[src/rtl/core/ptm_pkg.sv]
// Shared types, constants and fixed-point helpers for the pose to transform block.
package ptm_pkg;

    // Number of CORDIC micro-rotations, one per cell.
    localparam int CORDIC_STEPS = 30;
    // Start value of x, the inverse CORDIC gain in Q30.
    localparam logic signed [33:0] CORDIC_X0 = 34'sd652032874;
    localparam logic signed [67:0] HALF_Q30 = 68'sd536870912;
    localparam logic signed [37:0] SAT_MAX = 38'sd2147483647;
    localparam logic signed [37:0] SAT_MIN = -38'sd2147483648;

    // One input item.
    typedef struct packed {
        logic [15:0]        roll_angle;
        logic [15:0]        pitch_angle;
        logic [15:0]        yaw_angle;
        logic signed [31:0] shift_x;
        logic signed [31:0] shift_y;
        logic signed [31:0] shift_z;
        logic signed [31:0] gain_x;
        logic signed [31:0] gain_y;
        logic signed [31:0] gain_z;
    } t_pose_item;

    // One result item.
    typedef struct packed {
        logic signed [31:0] m_row0_col0;
        logic signed [31:0] m_row0_col1;
        logic signed [31:0] m_row0_col2;
        logic signed [31:0] m_row0_col3;
        logic signed [31:0] m_row1_col0;
        logic signed [31:0] m_row1_col1;
        logic signed [31:0] m_row1_col2;
        logic signed [31:0] m_row1_col3;
        logic signed [31:0] m_row2_col0;
        logic signed [31:0] m_row2_col1;
        logic signed [31:0] m_row2_col2;
        logic signed [31:0] m_row2_col3;
    } t_mat_item;

    // CORDIC state of one angle.
    typedef struct packed {
        logic signed [33:0] x;
        logic signed [33:0] y;
        logic signed [32:0] z;
        logic [1:0]         quad;
    } t_rot;

    // What one CORDIC cell holds: three angles and the untouched payload.
    typedef struct packed {
        t_rot [2:0]                rot;
        logic [2:0][31:0]          shift;
        logic [2:0][31:0]          gain;
    } t_cord;

    // Arctangent of 2^-step as a fraction of a 2^32 turn.
    function automatic logic signed [32:0] atan_turn(input int step);
        logic signed [32:0] v;
        case (step)
            0:  v = 33'sd536870912;
            1:  v = 33'sd316933406;
            2:  v = 33'sd167458907;
            3:  v = 33'sd85004756;
            4:  v = 33'sd42667331;
            5:  v = 33'sd21354465;
            6:  v = 33'sd10679838;
            7:  v = 33'sd5340245;
            8:  v = 33'sd2670163;
            9:  v = 33'sd1335087;
            10: v = 33'sd667544;
            11: v = 33'sd333772;
            12: v = 33'sd166886;
            13: v = 33'sd83443;
            14: v = 33'sd41722;
            15: v = 33'sd20861;
            16: v = 33'sd10430;
            17: v = 33'sd5215;
            18: v = 33'sd2608;
            19: v = 33'sd1304;
            20: v = 33'sd652;
            21: v = 33'sd326;
            22: v = 33'sd163;
            23: v = 33'sd81;
            24: v = 33'sd41;
            25: v = 33'sd20;
            26: v = 33'sd10;
            27: v = 33'sd5;
            28: v = 33'sd3;
            29: v = 33'sd1;
            default: v = 33'sd0;
        endcase
        return v;
    endfunction

    // Q30 product, rounded to nearest with ties towards plus infinity.
    function automatic logic signed [37:0] mulq30(input logic signed [33:0] a,
                                                  input logic signed [33:0] b);
        logic signed [67:0] p;
        p = a * b;
        p = p + HALF_Q30;
        return p[67:30];
    endfunction

    // Clamp to the signed 32-bit range.
    function automatic logic signed [31:0] sat32(input logic signed [37:0] v);
        logic signed [37:0] c;
        c = v;
        if (v > SAT_MAX) begin
            c = SAT_MAX;
        end else if (v < SAT_MIN) begin
            c = SAT_MIN;
        end
        return c[31:0];
    endfunction

endpackage

[src/rtl/core/ptm_cordic_cell.sv]
// One CORDIC micro-rotation cell, working on all three angles of an item.
module ptm_cordic_cell #(
    parameter int STEP = 0
) (
    input  logic           i_clk,
    input  logic           i_en,
    input  ptm_pkg::t_cord i_data,
    output ptm_pkg::t_cord o_data
);
    import ptm_pkg::*;

    t_cord n_data;
    t_cord r_data;

    // Rotate towards zero residual angle; the sign of z picks the direction.
    always_comb begin
        n_data = i_data;
        for (int k = 0; k < 3; k++) begin
            if (!i_data.rot[k].z[32]) begin
                n_data.rot[k].x = i_data.rot[k].x - (i_data.rot[k].y >>> STEP);
                n_data.rot[k].y = i_data.rot[k].y + (i_data.rot[k].x >>> STEP);
                n_data.rot[k].z = i_data.rot[k].z - atan_turn(STEP);
            end else begin
                n_data.rot[k].x = i_data.rot[k].x + (i_data.rot[k].y >>> STEP);
                n_data.rot[k].y = i_data.rot[k].y - (i_data.rot[k].x >>> STEP);
                n_data.rot[k].z = i_data.rot[k].z + atan_turn(STEP);
            end
        end
    end

    // Hand the result to the next cell.
    always_ff @(posedge i_clk) begin
        if (i_en) begin
            r_data <= n_data;
        end
    end

    assign o_data = r_data;
endmodule

[config.mk]
export PLATFORM = sky130hd
export DESIGN_NAME = ptm_cordic_cell
export DESIGN_NICKNAME = d
export VERILOG_FILES = /design/src/rtl/core/ptm_pkg.sv /design/src/rtl/core/ptm_cordic_cell.sv
export SDC_FILE = /design/constraint.sdc
export NUM_CORES = 1
export LEC_CHECK = 0
export BUFFER_PORTS_ARGS = -buffer_cell sky130_fd_sc_hd__buf_2
export CAP_MARGIN = 20
export CORE_AREA = 2 2 387 389
export CTS_BUF_LIST = sky130_fd_sc_hd__clkbuf_16
export DETAILED_ROUTE_END_ITERATION = 6
export DIE_AREA = 0 0 389 391
export SETUP_SLACK_MARGIN = 0.1
export SYNTH_ARGS = -nofsm -noshare
export SYNTH_HDL_FRONTEND = slang
export SYNTH_SLANG_ARGS = --single-unit
[constraint.sdc]
create_clock -name i_clk -period 3.4 [get_ports i_clk]
set_input_delay 0.51 -clock i_clk [delete_from_list [all_inputs] [get_ports i_clk]]
set_output_delay 0.51 -clock i_clk [all_outputs]
set_load 0.02 [all_outputs]
==> metrics, run 1 <==
register clock-pin slew on the reported worst setup and hold paths=60 ps; layout cells sized above 1=32.5%; total track usage=24.1%; CP Capture Type=flip-flop; H-tree depth=3; Routed Antenna Nets=0; area share of the largest cell type after synthesis=45.9%; Top Ports=1004; Final Slew Violations=0; Least-Margin Pin Slew=855 ps; final WL=191000 µm; total gr overflow=0; TritonRoute pass-1 iters=6; syn avg cell area=10.2 µm²; Die Wd=389 µm; share of synthesized registers carrying an async set or reset=0%; Routed WL per cell=27.9 µm; CTS buffer count=66; Post-synth top cells=498 x edfxtp_1, 353 x a21oi_1, 303 x ha_1, 301 x inv_1, 243 x nor2_1; Synth Register Bits=498; area delta synth->final=46.5%; TritonCTS clock tree=done; Post-synth EDFFs=498; Psw=8.32 mW; DRC viols=0; PnR Total Power=23.1 mW; ys flop type=edfxtp_1; part of the power in registers=35.2%; cell area after synthesis=32600 µm²; max cap viols=0; # port buffers=1003; Pint=14.7 mW; VDD IR-drop max=0.000392 V; Cells after Synth=3192; power share of the clock group=32.8%; Cell Chain, Critical Path=buf_2 > inv_1 > ha_1 > buf_4 > a21o_1 > o21ai_1 > buf_4 > o21ai_1 > o311a_1 > a311oi_2 > o21bai_1 > a211oi_1 > a21oi_1 > xnor2_1; antenna violations before repair=80; hpwl dp=161000 µm; Layout fillers=15499; P per Cell Area=484 nW/µm²; crit start category=input pin; nets=5606; mean number of vias per cell=4.84; Final Cycle Share=96.9%; critical path data required time=3810 ps; Hold Path Class=input pin to flip-flop; clk sink count=498; count leader, synth=edfxtp_1; Core ar.=149000 µm²; max FFs per register=498; Layout Cells excl Fill=6847; Final Setup Violations=0; Crit-path slowest cell=a311oi_2; leak pwr=21.2 nW; outcome=finished clean; sequential share of the synthesized area=45.9%; final hold viol count=0; RSZ-0062 raised after global routing=false; combinational power share=32.0%; vias in the first global route=31734; leading area contributor after synthesis=edfxtp_1; Yosys warnings=0; starting density of the core=21.9%; Yosys cell types=88; Row Count=142; largest net degree at the start of global routing=99; first-pass GRT wire length=254000 µm; via count=33126; postcts setup bufs=0; fmax=0.304 GHz; Root Driver=clkbuf_16; Worst EP arrival=3700 ps; worst-path fanout max=5; max_slew headroom=42.1%; Tmin final=3290 ps; Die ar.=152000 µm²; critical path class=input pin to flip-flop; RD Place Congestion=1.05; Mapped Nets=4010; Slowest Stage Delay on Critical Path=530 ps; Iter 0 DRT Violations=3395; Switching Fraction=36.1%; Max clock buf depth=3; DP Cell Count=6420; ranking of synthesized cells by area=edfxtp_1 46%, ha_1 12%, a21oi_1 5.4%, xnor2_1 4.7%, inv_1 3.5%; die height=391 µm; fin util=32.1%
-- area by class of cell --
cell class / count / area (µm²) / area share (%)
antenna: 64 / 160 / 0.336
multi-input combinational: 2239 / 15900 / 33.3
clock inverter: 53 / 673 / 1.41
tap: 1944 / 2430 / 5.10
inverter: 318 / 1190 / 2.50
clock buffer: 66 / 1650 / 3.46
timing repair buffer: 1665 / 10700 / 22.5
sequential: 498 / 15000 / 31.4
-- critical path: cells and delay by family --
family | cells | cell delay [ps]
AOI/OAI and AO/OA | 8 | 2070
xor gates and xnor gates | 1 | 140
adders and majority gates | 1 | 380
buffers and inverters | 4 | 610
-- repair_timing --
| action | 4_1_cts | 5_1_grt |
|---|---|---|
| setup endpoints to repair | 0 | 1 |
| endpoints found under the hold margin | 244 | 0 |
| gates resized for setup | 0 | 1 |
| hold buffers | 244 | 0 |
-- worst paths after layout --
kind	start	end	slack, ps	cells after the start
setup / recovery	i_data[436]	o_data[489]	110	14
hold / removal	i_data[79]	o_data[79]	60	1
-- kinds of logic (layout without fill, tap and decap cells) --
logic type                 count (synthesis)  after routing  share of synthesized area [%]
AOI/OAI and AO/OA                        998            998                           19.6
xor gates and xnor gates                 196            196                           5.27
adders and majority gates                315            315                           12.4
buffers and inverters                    455           2102                           5.34
DFF                                      498            498                           45.9
muxes                                     47             47                           1.45
other                                      0             64                              0
and+or+nand+nor                          683            683                           10.0
-- per-stage QoR --
| stage | setup WS, ps | TNS, ps | area [µm²] | hold WS [ps] |
|---|---|---|---|---|
| 6_report | 106 | 0 | 47700 | 60.2 |
| 5_1_grt | 137 | 0 | 47500 | -9.69 |
| 4_1_cts | 304 | 0 | 47500 | 0.418 |
| 3_5_place_dp | -428 | -12320 | 42700 | 688 |
| 3_3_place_gp | -425 | -11220 | 42700 | 686 |
| 2_1_floorplan | 326 | 0 | 32600 | 609 |
-- per-layer routing --
metal	global-route usage (%)	share of wire, %	vias up
met5	0	0.13	-
met4	9.14	4.1	38
met3	9.58	11	289
met2	36.3	43	1714
met1	30.7	42	16213
li1	-	-	14872
-- layout by cell type (no fill, tap or decap), types with 31 or more instances in the layout --
master         count
clkbuf_16         66
dlygate4sd3_1    244
mux2i_1           47
ha_1             303
diode_2           64
nor2b_1           33
nand4_1           34
buf_2           1002
nand2_1          145
edfxtp_1         498
o21ai_0          166
nor3_1            53
buf_4            407
a211oi_1          31
o21ai_1           38
nor2_1           243
nand3_1           36
xnor2_1          176
a21o_1            78
a21oi_1          352
o21bai_1          70
inv_1            311
-- power groups by stage --
stage | Clock [mW] | Sequential (mW) | Combinational (mW)
after floorplan | 0 | 8.94 | 2.59
after global placement | 0 | 8.22 | 7.02
after detailed placement | 0 | 8.21 | 6.99
after CTS | 7.77 | 8.11 | 7.30
after global routing | 7.99 | 8.16 | 7.79
final | 7.56 | 8.12 | 7.37
No activity file was read; power rests on OpenSTA's default activity.
==> inputs of run 2 (changes only) <==
==> constraint.sdc (replaced) <==
create_clock -name i_clk -period 3.9 [get_ports i_clk]
set_input_delay 0 -clock i_clk [delete_from_list [all_inputs] [get_ports i_clk]]
set_output_delay 0 -clock i_clk [all_outputs]
set_load 0.02 [all_outputs]
==> metrics, run 2 (synthesis results as in run 1) <==
outcome=finished clean; critical path class=input pin to flip-flop; register clock-pin slew on the reported worst setup and hold paths=60 ps; fmax=0.279 GHz; final worst slack=322 ps; Layout Cells excl Fill=6683; Crit path top cell by count=dlygate4sd3_1; CTS buffer count=67; max cap viols=0; power share of the clock group=31.8%; Switching Fraction=37.3%; combinational power share=31.1%; Crit-path slowest cell=dlygate4sd3_1; Psw=7.22 mW; Die ar.=152000 µm²; nets=5466; RD Place Congestion=1.11; Hold Path Class=input pin to flip-flop; mean number of vias per cell=4.95; via count=33065; clk sink count=498; P per Cell Area=413 nW/µm²; area delta synth->final=44.0%; largest net degree at the start of global routing=96; CP top delay family=buffers and inverters; Buf/Inv on CP=5; TritonRoute pass-1 iters=6; Slowest Stage Delay on Critical Path=690 ps; Least-Margin Pin Slew=1460 ps; VDD IR-drop max=0.000286 V; Final Setup Violations=0; Iter 0 DRT Violations=3492; die height=391 µm; Top Ports=1004; Max clock buf depth=3; worst-path fanout max=5; RSZ-0062 raised after global routing=false; PnR Total Power=19.4 mW; first-pass GRT wire length=252000 µm; max FFs per register=498; critical path data required time=4300 ps; Routed Antenna Nets=0; pre-CTS setup slack=360 ps; crit start category=input pin; Die Wd=389 µm; DRC viols=0; final WL=188000 µm; Pint=12.1 mW; # port buffers=1003; most common cell after layout, fill and taps aside=buf_2; antenna violations before repair=62; CP Capture Type=flip-flop; leak pwr=20.3 nW; Cell Chain, Critical Path=dlygate4sd3_1 > buf_2 > inv_1 > ha_1 > nor2b_1 > o211ai_1 > a21oi_2 > o2111ai_1 > o21ai_2 > buf_4 > nand4_1 > a21oi_1 > o31ai_1 > xnor2_1 > dlygate4sd3_1; Final Slew Violations=0; max_slew headroom=1.96%; Row Count=142; Setup TNS=0 ps; final hold viol count=0; Hold Slack=63.7 ps; Routed WL per cell=28.1 µm; Worst EP arrival=3970 ps; Tmin final=3580 ps; vias in the first global route=31518; part of the power in registers=37.0%; Final Cycle Share=91.7%; layout cells sized above 1=25.5%; starting density of the core=21.9%; total track usage=23.6%; Root Driver=clkbuf_16; TritonCTS clock tree=done; Layout fillers=15525; Core ar.=149000 µm²; commonest cells after routing, fill and taps aside=1002 x buf_2, 498 x edfxtp_1, 473 x dlygate4sd3_1; DP Cell Count=6050; hpwl dp=153000 µm; total gr overflow=0; H-tree depth=3
==> run 2: cell type report <==
type | count | area, µm² | share of cell area (%)
Clock buffer | 67 | 1680 | 3.58
Inverter | 318 | 1190 | 2.55
Sequential cell | 498 | 15000 | 31.9
Multi-Input combinational cell | 2239 | 15900 | 33.8
Antenna cell | 42 | 105 | 0.224
Timing Repair Buffer | 1524 | 10200 | 21.7
Tap cell | 1944 | 2430 | 5.19
Clock inverter | 51 | 472 | 1.01
==> run 2: power by group through the flow <==
stage | clock [mW] | combinational (mW) | sequential, mW
6_report | 6.16 | 6.03 | 7.17
5_1_grt | 6.53 | 6.34 | 7.20
4_1_cts | 6.37 | 5.92 | 7.16
3_5_place_dp | 0 | 5.45 | 7.24
3_3_place_gp | 0 | 5.47 | 7.26
2_1_floorplan | 0 | 2.26 | 7.80
==> run 2: repair_timing <==
item | 4_1_cts | 5_1_grt
hold buffers | 473 | 0
buffers inserted | 0 | 0
hold endpoints to repair | 416 | 0
endpoints found under the setup margin | 0 | 1
resized for setup | 0 | 2
==> run 2: per-stage QoR <==
step	utilization, %	area (µm²)
6_report	31.6	46900
5_1_grt	31.5	46800
4_1_cts	31.5	46800
3_5_place_dp	26.8	39900
3_3_place_gp	26.8	39900
2_1_floorplan	-	32600
==> run 2: routing by layer <==
metal / vias to the layer above / routed length [µm] / share of wire, % / track usage [%]
met5: - / 269 / 0.14 / 0
met4: 38 / 7840 / 4.2 / 9.32
met3: 286 / 21800 / 12 / 8.36
met2: 1874 / 78900 / 42 / 34.8
met1: 16312 / 78900 / 42 / 31.5
li1: 14555 / - / - / -
==> run 2: final timing paths <==
check / start / end / slack, ps / cells after the start
worst max-delay path: i_data[331] / o_data[363] / 320 / 15
worst min-delay path: i_data[50] / o_data[50] / 60 / 2
